[src/design/tcaa_pkg.sv]
package tcaa_pkg;

  localparam int unsigned MAX_WAITERS_DEF = 255;

  localparam int unsigned MODE_W    = 2;
  localparam int unsigned OCC_W     = 4;
  localparam int unsigned INSIDE_W  = 2;
  localparam int unsigned STREAK_W  = 8;
  localparam int unsigned CFG_IDX_W = 1;
  localparam int unsigned CFG_DW    = 8;

  localparam logic [OCC_W-1:0]    CAPACITY_RST   = 4'd3;
  localparam logic [STREAK_W-1:0] TURN_LIMIT_RST = 8'd5;
  localparam logic [STREAK_W-1:0] STREAK_SAT     = 8'hff;

  // item modes
  localparam logic [MODE_W-1:0] MODE_WAIT  = 2'd0;
  localparam logic [MODE_W-1:0] MODE_ENTER = 2'd1;
  localparam logic [MODE_W-1:0] MODE_LEAVE = 2'd2;

  // inside_state codes
  localparam logic [INSIDE_W-1:0] INSIDE_EMPTY  = 2'd0;
  localparam logic [INSIDE_W-1:0] INSIDE_FIRST  = 2'd1;
  localparam logic [INSIDE_W-1:0] INSIDE_SECOND = 2'd2;

  // configuration register indexes
  localparam logic [CFG_IDX_W-1:0] CFG_CAPACITY   = 1'd0;
  localparam logic [CFG_IDX_W-1:0] CFG_TURN_LIMIT = 1'd1;

  typedef struct packed {
    logic [OCC_W-1:0]    occupied;
    logic [INSIDE_W-1:0] inside_class;
    logic                streak_set;
    logic                streak_class;
    logic [STREAK_W-1:0] streak_count;
  } arb_state_t;

endpackage

[src/design/tcaa_if.sv]
interface tcaa_in_if;
  logic                           valid;
  logic                           ready;
  logic [tcaa_pkg::MODE_W-1:0]    mode;
  logic                           user_class;

  modport source (output valid, output mode, output user_class, input ready);
  modport sink   (input valid, input mode, input user_class, output ready);
endinterface

interface tcaa_out_if;
  logic                             valid;
  logic                             ready;
  logic                             granted;
  logic                             error;
  logic [tcaa_pkg::OCC_W-1:0]       occupant_count;
  logic [tcaa_pkg::INSIDE_W-1:0]    inside_state;
  logic                             streak_valid;
  logic                             streak_owner;
  logic [tcaa_pkg::STREAK_W-1:0]    streak_length;

  modport source (output valid, output granted, output error, output occupant_count,
                  output inside_state, output streak_valid, output streak_owner,
                  output streak_length, input ready);
  modport sink   (input valid, input granted, input error, input occupant_count,
                  input inside_state, input streak_valid, input streak_owner,
                  input streak_length, output ready);
endinterface

[src/design/tcaa_core.sv]
// Next-state logic for one item: admission decision plus counter updates.
module tcaa_core #(
  parameter int unsigned MAX_WAITERS = tcaa_pkg::MAX_WAITERS_DEF,
  localparam int unsigned WAIT_W = $clog2(MAX_WAITERS + 1)
) (
  input  logic [tcaa_pkg::MODE_W-1:0]   mode,
  input  logic                          user_class,
  input  logic [tcaa_pkg::OCC_W-1:0]    capacity,
  input  logic [tcaa_pkg::STREAK_W-1:0] turn_limit,
  input  tcaa_pkg::arb_state_t          st,
  input  logic [WAIT_W-1:0]             wait0,
  input  logic [WAIT_W-1:0]             wait1,
  output tcaa_pkg::arb_state_t          st_nxt,
  output logic [WAIT_W-1:0]             wait0_nxt,
  output logic [WAIT_W-1:0]             wait1_nxt,
  output logic                          granted,
  output logic                          error
);

  localparam logic [WAIT_W-1:0] WAIT_MAX = WAIT_W'(MAX_WAITERS);

  logic [WAIT_W-1:0]             wait_cls;
  logic [WAIT_W-1:0]             wait_turn;
  logic                          turn;
  logic                          admit;
  logic                          clr_streak;
  logic [tcaa_pkg::INSIDE_W-1:0] cls_code;

  assign turn      = (st.streak_count < turn_limit) ? st.streak_class : ~st.streak_class;
  assign wait_cls  = user_class ? wait1 : wait0;
  assign wait_turn = turn ? wait1 : wait0;
  assign cls_code  = user_class ? tcaa_pkg::INSIDE_SECOND : tcaa_pkg::INSIDE_FIRST;

  // entry decision
  always_comb begin
    admit      = 1'b0;
    clr_streak = 1'b0;
    if (st.occupied < capacity) begin
      if (st.occupied == '0) begin
        if (!st.streak_set || user_class == turn) begin
          admit = 1'b1;
        end else if (wait_turn == '0) begin
          // turn holder has nobody waiting: drop the streak, let this one in
          admit      = 1'b1;
          clr_streak = 1'b1;
        end
      end else if (st.inside_class == cls_code) begin
        admit = !st.streak_set || user_class == turn;
      end
    end
  end

  always_comb begin
    st_nxt    = st;
    wait0_nxt = wait0;
    wait1_nxt = wait1;
    granted   = 1'b0;
    error     = 1'b0;
    case (mode)
      tcaa_pkg::MODE_WAIT: begin
        if (wait_cls >= WAIT_MAX) begin
          error = 1'b1;
        end else if (user_class) begin
          wait1_nxt = wait1 + 1'b1;
        end else begin
          wait0_nxt = wait0 + 1'b1;
        end
      end
      tcaa_pkg::MODE_ENTER: begin
        if (wait_cls == '0) begin
          error = 1'b1;
        end else if (admit) begin
          granted         = 1'b1;
          st_nxt.occupied = st.occupied + 1'b1;
          if (st.occupied == '0) begin
            st_nxt.inside_class = cls_code;
          end
          if (user_class) begin
            wait1_nxt = wait1 - 1'b1;
          end else begin
            wait0_nxt = wait0 - 1'b1;
          end
          if (st.streak_set && !clr_streak && st.streak_class == user_class) begin
            if (st.streak_count != tcaa_pkg::STREAK_SAT) begin
              st_nxt.streak_count = st.streak_count + 1'b1;
            end
          end else begin
            st_nxt.streak_set   = 1'b1;
            st_nxt.streak_class = user_class;
            st_nxt.streak_count = tcaa_pkg::STREAK_W'(1);
          end
        end
      end
      tcaa_pkg::MODE_LEAVE: begin
        if (st.occupied == '0) begin
          error = 1'b1;
        end else begin
          st_nxt.occupied = st.occupied - 1'b1;
          if (st.occupied == tcaa_pkg::OCC_W'(1)) begin
            st_nxt.inside_class = tcaa_pkg::INSIDE_EMPTY;
          end
        end
      end
      default: begin
      end
    endcase
  end

endmodule

[src/design/two_class_admission_arbiter.sv]
// Two-class admission arbiter. Each input transfer is one item: register a
// waiter (mode 0), request entry (mode 1) or report a leave (mode 2) for a
// user of class 0 or 1; every item produces exactly one result transfer with
// the grant/error flags and the state after the item. Throughput is one item
// per clock while the output accepts results. An item passes through the
// input register, then the decision logic in tcaa_core feeding the result
// register, where the arbiter state is also updated. While a result waits on
// the output, the input side takes an item only into an empty input register.
// capacity (index 0) and turn_limit (index 1) are written through cfg_*;
// write them only while no item is in flight.
module two_class_admission_arbiter #(
  parameter int unsigned MAX_WAITERS = tcaa_pkg::MAX_WAITERS_DEF
) (
  input  logic                           clk,
  input  logic                           rst_n,
  tcaa_in_if.sink                        in_ch,
  tcaa_out_if.source                     out_ch,
  input  logic                           cfg_we,
  input  logic [tcaa_pkg::CFG_IDX_W-1:0] cfg_index,
  input  logic [tcaa_pkg::CFG_DW-1:0]    cfg_wdata
);

  localparam int unsigned WAIT_W = $clog2(MAX_WAITERS + 1);

  // configuration
  logic [tcaa_pkg::OCC_W-1:0]    capacity_r;
  logic [tcaa_pkg::STREAK_W-1:0] turn_limit_r;

  // input register
  logic                          s1_valid_r;
  logic [tcaa_pkg::MODE_W-1:0]   s1_mode_r;
  logic                          s1_class_r;

  // arbiter state
  tcaa_pkg::arb_state_t          st_r;
  tcaa_pkg::arb_state_t          st_nxt;
  logic [WAIT_W-1:0]             wait0_r;
  logic [WAIT_W-1:0]             wait1_r;
  logic [WAIT_W-1:0]             wait0_nxt;
  logic [WAIT_W-1:0]             wait1_nxt;

  // result register
  logic                          out_valid_r;
  logic                          granted_r;
  logic                          error_r;
  logic                          granted_nxt;
  logic                          error_nxt;

  logic                          advance;
  logic                          in_xfer;

  // item moves into the result register when that register is free or drains
  assign advance = s1_valid_r && (!out_valid_r || out_ch.ready);
  assign in_ch.ready = !s1_valid_r || advance;
  assign in_xfer = in_ch.valid && in_ch.ready;

  tcaa_core #(
    .MAX_WAITERS (MAX_WAITERS)
  ) u_core (
    .mode         (s1_mode_r),
    .user_class   (s1_class_r),
    .capacity     (capacity_r),
    .turn_limit   (turn_limit_r),
    .st           (st_r),
    .wait0        (wait0_r),
    .wait1        (wait1_r),
    .st_nxt       (st_nxt),
    .wait0_nxt    (wait0_nxt),
    .wait1_nxt    (wait1_nxt),
    .granted      (granted_nxt),
    .error        (error_nxt)
  );

  always_ff @(posedge clk) begin
    if (!rst_n) begin
      capacity_r   <= tcaa_pkg::CAPACITY_RST;
      turn_limit_r <= tcaa_pkg::TURN_LIMIT_RST;
    end else if (cfg_we) begin
      case (cfg_index)
        tcaa_pkg::CFG_CAPACITY:   capacity_r   <= cfg_wdata[tcaa_pkg::OCC_W-1:0];
        tcaa_pkg::CFG_TURN_LIMIT: turn_limit_r <= cfg_wdata;
        default: begin
        end
      endcase
    end
  end

  // input register
  always_ff @(posedge clk) begin
    if (!rst_n) begin
      s1_valid_r <= 1'b0;
    end else if (in_ch.ready) begin
      s1_valid_r <= in_ch.valid;
    end
  end

  always_ff @(posedge clk) begin
    if (in_xfer) begin
      s1_mode_r  <= in_ch.mode;
      s1_class_r <= in_ch.user_class;
    end
  end

  // arbiter state commits as the item reaches the result register
  always_ff @(posedge clk) begin
    if (!rst_n) begin
      st_r    <= '0;
      wait0_r <= '0;
      wait1_r <= '0;
    end else if (advance) begin
      st_r    <= st_nxt;
      wait0_r <= wait0_nxt;
      wait1_r <= wait1_nxt;
    end
  end

  // result register
  always_ff @(posedge clk) begin
    if (!rst_n) begin
      out_valid_r <= 1'b0;
    end else if (advance) begin
      out_valid_r <= 1'b1;
    end else if (out_ch.ready) begin
      out_valid_r <= 1'b0;
    end
  end

  always_ff @(posedge clk) begin
    if (advance) begin
      granted_r <= granted_nxt;
      error_r   <= error_nxt;
    end
  end

  // state fields of the result are the committed state itself
  assign out_ch.valid          = out_valid_r;
  assign out_ch.granted        = granted_r;
  assign out_ch.error          = error_r;
  assign out_ch.occupant_count = st_r.occupied;
  assign out_ch.inside_state   = st_r.inside_class;
  assign out_ch.streak_valid   = st_r.streak_set;
  assign out_ch.streak_owner   = st_r.streak_class;
  assign out_ch.streak_length  = st_r.streak_count;

endmodule
[src/flat_wrapper.sv]
// flat-port wrapper written by rule: the top's interface ports become plain ports
module two_class_admission_arbiter_flat 
#(
  parameter int unsigned MAX_WAITERS = tcaa_pkg::MAX_WAITERS_DEF
)
  (clk, rst_n, cfg_we, cfg_index, cfg_wdata, in_ch_valid, in_ch_mode, in_ch_user_class, in_ch_ready, out_ch_valid, out_ch_granted, out_ch_error, out_ch_occupant_count, out_ch_inside_state, out_ch_streak_valid, out_ch_streak_owner, out_ch_streak_length, out_ch_ready);
  tcaa_in_if in_ch_i ();
  tcaa_out_if out_ch_i ();
  input  logic clk;
  input  logic rst_n;
  input  logic cfg_we;
  input  logic [tcaa_pkg::CFG_IDX_W-1:0] cfg_index;
  input  logic [tcaa_pkg::CFG_DW-1:0] cfg_wdata;
  input wire logic [$bits(in_ch_i.valid)-1:0] in_ch_valid;
  input wire logic [$bits(in_ch_i.mode)-1:0] in_ch_mode;
  input wire logic [$bits(in_ch_i.user_class)-1:0] in_ch_user_class;
  output wire logic [$bits(in_ch_i.ready)-1:0] in_ch_ready;
  output wire logic [$bits(out_ch_i.valid)-1:0] out_ch_valid;
  output wire logic [$bits(out_ch_i.granted)-1:0] out_ch_granted;
  output wire logic [$bits(out_ch_i.error)-1:0] out_ch_error;
  output wire logic [$bits(out_ch_i.occupant_count)-1:0] out_ch_occupant_count;
  output wire logic [$bits(out_ch_i.inside_state)-1:0] out_ch_inside_state;
  output wire logic [$bits(out_ch_i.streak_valid)-1:0] out_ch_streak_valid;
  output wire logic [$bits(out_ch_i.streak_owner)-1:0] out_ch_streak_owner;
  output wire logic [$bits(out_ch_i.streak_length)-1:0] out_ch_streak_length;
  input wire logic [$bits(out_ch_i.ready)-1:0] out_ch_ready;
  assign in_ch_i.valid = in_ch_valid;
  assign in_ch_i.mode = in_ch_mode;
  assign in_ch_i.user_class = in_ch_user_class;
  assign in_ch_ready = in_ch_i.ready;
  assign out_ch_valid = out_ch_i.valid;
  assign out_ch_granted = out_ch_i.granted;
  assign out_ch_error = out_ch_i.error;
  assign out_ch_occupant_count = out_ch_i.occupant_count;
  assign out_ch_inside_state = out_ch_i.inside_state;
  assign out_ch_streak_valid = out_ch_i.streak_valid;
  assign out_ch_streak_owner = out_ch_i.streak_owner;
  assign out_ch_streak_length = out_ch_i.streak_length;
  assign out_ch_i.ready = out_ch_ready;
  two_class_admission_arbiter #(.MAX_WAITERS(MAX_WAITERS)) u_core (.clk(clk), .rst_n(rst_n), .in_ch(in_ch_i), .out_ch(out_ch_i), .cfg_we(cfg_we), .cfg_index(cfg_index), .cfg_wdata(cfg_wdata));
endmodule
[config.mk]
export PLATFORM = sky130hd
export DESIGN_NAME = two_class_admission_arbiter_flat
export DESIGN_NICKNAME = d
export VERILOG_FILES = /design/src/design/tcaa_pkg.sv /design/src/design/tcaa_if.sv /design/src/design/tcaa_core.sv /design/src/design/two_class_admission_arbiter.sv /design/src/flat_wrapper.sv
export SDC_FILE = /design/constraint.sdc
export NUM_CORES = 1
export LEC_CHECK = 0
export BUFFER_PORTS_ARGS = -buffer_cell sky130_fd_sc_hd__buf_4
export CORE_ASPECT_RATIO = 1.25
export CORE_MARGIN = 2
export CORE_UTILIZATION = 30
export DETAILED_ROUTE_END_ITERATION = 12
export GPL_ROUTABILITY_DRIVEN = 0
export PLACE_DENSITY = 0.49
export SLEW_MARGIN = 0
export SYNTH_ARGS = -nofsm -noshare
export SYNTH_HDL_FRONTEND = slang
export SYNTH_SLANG_ARGS = --single-unit
[constraint.sdc]
create_clock -name clk -period 9.3 [get_ports clk]
set_clock_uncertainty 0.1 [all_clocks]
set_input_delay 1.86 -clock clk [delete_from_list [all_inputs] [get_ports clk]]
set_output_delay 1.86 -clock clk [all_outputs]
set_load 0.05 [all_outputs]
---- Word level (Yosys, flattened, before mapping) ----
Cells that the tools add are included.
storage, ports and cells
  memories ................................ 0
  RAM bits ................................ 0
  memory bits (read-only) ................. 0
  output and inout port bits .............. 20
  logic and storage cells ................. 115
  flip-flop bits (word level) ............. 51
  bits in latches ......................... 0
  input port bits ......................... 17
operators by class
  $add $sub $neg .......................... 7
  shifts and indexed selects .............. 0
  multipliers ............................. 0
  bitwise operators ....................... 5
  magnitude comparators ................... 3
  mux-type cells .......................... 40
  reduce and logical (&&, ||, !) cells .... 27
  divide/modulo/power cells ............... 0
  equal/unequal tests ..................... 18
operators with widths
  cell                   count
  $mux W8                14
  $mux W16               2
  $pmux W8 S2            2
  $add A8 B1 Y8 const B  3
  $reduce_and A7 Y1      3
  $logic_not A8 Y1       2
  $ne A2 B2 Y1 const B   8
  $sub A8 B1 Y8 const B  2
  $mux W1                15
  $reduce_and A5 Y1      3
  $pmux W6 S2            1
  $ge A8 B8 Y1 const B   1
  $lt A8 B8 Y1           1
  $mux W2                4
  $ne A8 B8 Y1 const B   1
  $mux W6                1
  $ne A2 B1 Y1 const B   3
  $reduce_bool A2 Y1     3
  $not A1 Y1             5
  $add A4 B1 Y4 const B  1
  $eq A4 B1 Y1 const B   1
  $logic_and A1 B1 Y1    4
  $logic_not A1 Y1       4
  $logic_not A4 Y1       1
  11 further kinds       15

---- Depth between registers and ports, before layout ----
  word-level depth ........................ 15
  mapped depth ............................ 11
  mapped depth without buffers ............ 11

---- Modules after synthesis ----
A second synthesis with hierarchy kept.
unflattened totals
  cells, all modules ...................... 508
  area, all modules ....................... 3945.0 um2
by module, submodules not included
  module                       instances  area each (um2)  cells an instance  seq. area each (um2)
  two_class_admission_arbiter  1          1996.9           204                1071.0
  tcaa_core                    1          1948.1           304                0.0

---- Worst setup path before layout ----
No wires, ideal clock.
  path kind ............................... in2out
  start point ............................. input port out_ch_ready
  end point ............................... output port in_ch_ready
  data required time ...................... 7.340 ns
  path buffers ............................ 0
  arrival ................................. 2.366 ns
  stages .................................. 2
  path slack .............................. 4.974 ns
  cells stage by stage .................... nor2b_1 -> nand2_1
on the way
  longest elaborated chain between the ends .. 3
RTL lines
  what                 line                               source
  start, declared      flat_wrapper.sv:26                 input wire logic [$bits(out_ch_i.ready)-1:0] out_ch_ready;
  $logic_or A1 B1 Y1   two_class_admission_arbiter.sv:53  assign advance = s1_valid_r && (!out_valid_r || out_ch.ready);
  $logic_and A1 B1 Y1  two_class_admission_arbiter.sv:53
  $logic_or A1 B1 Y1   two_class_admission_arbiter.sv:54  assign in_ch.ready = !s1_valid_r || advance;
  end, declared        flat_wrapper.sv:17                 output wire logic [$bits(in_ch_i.ready)-1:0] in_ch_ready;
Every way passes these cells.

---- Final worst setup path ----
Same ends and word-level chain as after synthesis.

==> impl_metrics.py <==
metrics = {
    "clock_network": {
        "cts_hold_buf": 0,
        "cts_sinks": 51,
        "cts_buffer_depth": 2,
        "clock_latency_ns": 0.29,
        "clkTransAtPathRegs_ns": 0.07,
        "cts_buffers": 5,
        "cts_resized": 0,
        "cts_setup_buffers": 0,
        "root_buffer": "clkbuf_16",
        "htreeDepth": 2,
        "tritoncts": "done",
    },
    "synthesis": {
        "synth_top_area_frac": 0.2669,
        "syn_nets": 441,
        "seq_area_frac_synth": 0.3104,
        "synthTopCellsByCount": "46 x dfxtp_1, 43 x nand2_1, 26 x ha_1",
        "synth_area_leaders": "dfxtp_1 27%, ha_1 9.4%, nand2_1 4.7%",
        "yosys_warnings": 0,
        "synth_top_area_cell": "dfxtp_1",
        "synth-compound-area-share": 0.2056,
        "post_synth_num_cell_types": 62,
        "synthAdderAreaFrac": 0.1059,
        "synth_area_sq_mm": 0.003451,
        "synth-xor-area-share": 0.03807,
        "synth_top_family_by_area": "simple AND/OR/NAND/NOR gates",
        "syn_inst": 396,
        "synthArstFlopShare": 0,
        "yosys_register_bits": 51,
        "avgSynthCellArea_sq_um": 8.714,
        "synthMuxAreaShare": 0.04967,
        "synth-edff-count": 5,
        "yosys_most_used_dff": "dfxtp_1",
        "yosys.area_share.simple": 0.2447,
        "synth.most_common_cell": "dfxtp_1",
    },
    "power": {
        "power_density_mw_per_mm2": 131.0,
        "p_leak_uw": 0.001635,
        "peakVddDrop_uv": 73.17,
        "p_total_uw": 522.2,
    },
    "finish": {
        "final-instance-count-excl-fill": 560,
        "fillers": 1173,
        "fin_area_sq_mm": 0.003985,
        "syn2layout_area_growth_pct": 15.48,
        "nets": 469,
        "diodes": 0,
        "layout-drive-gt1-share": 0.1529,
    },
    "timing": {
        "slew_violations": 0,
        "fmax_ghz": 0.2273,
        "slew_headroom": 0.4145,
        "min_period_ns": 4.400,
        "finalHoldViolCount": 0,
        "final_min_period_over_clock_period": 0.4731,
        "rsz0062_at_grt": "false",
        "setup_viol": 0,
        "tns_ns": 0,
        "worst_pin_slew_ns": 0.8735,
    },
    "route": {
        "via_count": 2895,
        "firstDrtPassIters": 4,
        "ant_nets": 0,
        "drt-wirelength-per-cell_microns": 14.68,
        "vias_per_cell": 5.170,
        "routed_wl_mm": 8.219,
        "drc_errors": 0,
        "drt-initial-drc-count": 77,
    },
    "critical_path": {
        "endpoint_kind": "primary output",
        "crit_path_cell_trace": "buf_4 -> nor2b_1 -> nand2_1 -> buf_4",
        "crit_top_cell": "buf_4",
        "worstReg2RegEnd": "u_core.wait0_r[7]",
        "max_stage_delay_ns": 0.19,
        "r2r-start": "u_core.s1_mode_r[1]",
        "cp.required_ns": 7.34,
        "crit_type": "primary input to primary output",
        "rrSetupSlack_ns": 5.69,
        "critPathLaunchType": "primary input",
        "crit_slowest_cell": "nor2b_1",
        "crit_arrival_ns": 2.44,
        "reg2reg_depth": 11,
        "crit_path_max_fanout": 4,
    },
    "min_path": {
        "hold_start": "u_core.turn_limit_r[7]",
        "hold_end": "u_core.turn_limit_r[7]",
        "hold_depth": 2,
        "hold_class": "flop to flop",
    },
    "placement": {
        "post-dp-hpwl_mm": 5.952,
        "numPortBuffers": 36,
        "dpl.cell_count": 552,
        "placed_area_sq_mm": 0.003819,
    },
    "die": {
        "core_sq_mm": 0.01114,
        "fp-row-count": 43,
        "die_h_microns": 123.9,
        "start_util": 0.3099,
        "die_x_microns": 99.93,
        "io_pins": 37,
        "die_area_sq_mm": 0.01238,
    },
    "flow_run": {
        "drv_cap": 0,
    },
    "global_route": {
        "grt-ovfl-total": 0,
        "track_usage": 0.1356,
        "grt_antenna_before_repair": 0,
        "grt_max_degree": 50,
        "grt_pass1_vias": 2782,
        "grt_pass1_wl_mm": 13.44,
    },
    "run_status": {
        "status": "completed",
    },
}
[routing by layer]
metal / part of all wire / routed length (microns) / track usage
met1: 0.45 / 3675 / 0.1584
met2: 0.51 / 4178 / 0.2500
met5: 0 / 0 / 0
met4: 0.021 / 172 / 0.05223
met3: 0.023 / 193 / 0.01908
[flip-flops by register name, summed over array words and instances, names as in the netlist]
name	count
u_core.wait0_r	8
u_core.out_ch.granted	1
u_core.s1_class_r	1
u_core.wait1_r	8
u_core.capacity_r	4
u_core.out_ch.occupant_count	4
u_core.out_ch.inside_state	2
u_core.out_ch.streak_owner	1
u_core.s1_mode_r	2
u_core.out_ch.valid	1
u_core.turn_limit_r	8
u_core.out_ch.streak_valid	1
u_core.out_ch.error	1
u_core.out_ch.streak_length	8
u_core.s1_valid_r	1
[placed cells by master (no fill, tap or decap), drive strengths merged, types with 5 or more instances in the layout]
master	netlist	routed
dfxtp	46	46
nand2	43	43
buf	6	36
ha	26	26
nor2b	25	25
a21oi	23	23
inv	22	22
nor2	19	19
o21ai	18	18
mux2i	16	16
nand4	13	13
xnor2	13	13
a21boi	13	13
and3	12	12
nand3	9	9
nand2b	7	7
nor3	7	7
o21a	6	6
clkbuf	9	6
a21o	5	5
edfxtp	5	5
nor4	5	5
[power by group]
group,internal [uW],switching [uW],total [uW]
registers,229,7.08,236
clock network,127,85.7,213
logic,30.3,43.1,73.4
total,386,136,522
[layout make-up]
type	count	area (sq um)	area share
clock buffer	6	128.9	0.03234
sequential	51	1071	0.2688
clock inverter	2	37.54	0.009419
inverter	23	86.33	0.02166
timing repair buffer	36	270.3	0.06782
tap	135	168.9	0.04239
multi-input combinational	307	2222	0.5576
[kinds of logic after synthesis]
family,count (synthesis)
simple gates,152
compound gates,95
flops,51
buf+inv,38
fa+ha+maj,28
mux,17
xor+xnor,15
[worst max-delay path: cells and delay by family]
kind,cells,cell delay (ns)
buffers and inverters,2,0.30
and+or+nand+nor,2,0.28
[worst max path at each step]
stage / from / endpoint / slack [ns] / cells past startpoint
after floorplan: out_ch_ready / in_ch_ready / 4.97 / 2
after global placement: out_ch_ready / in_ch_ready / 4.90 / 4
after detailed placement: out_ch_ready / in_ch_ready / 4.90 / 4
after CTS: out_ch_ready / in_ch_ready / 4.90 / 4
after global routing: out_ch_ready / in_ch_ready / 4.82 / 4
final: out_ch_ready / in_ch_ready / 4.90 / 4
[per-stage QoR]
| stage | hold slack [ns] | setup WS [ns] | util |
|---|---|---|---|
| 4_1_cts | 0.3708 | 4.896 | 0.3578 |
| 2_1_floorplan | 0.3328 | 4.974 | - |
| 5_1_grt | 0.3951 | 4.819 | 0.3578 |
| 6_report | 0.3660 | 4.900 | 0.3578 |
| 3_3_place_gp | 0.3525 | 4.897 | 0.3429 |
| 3_5_place_dp | 0.3537 | 4.896 | 0.3429 |
(Power assumes the default switching activity.)
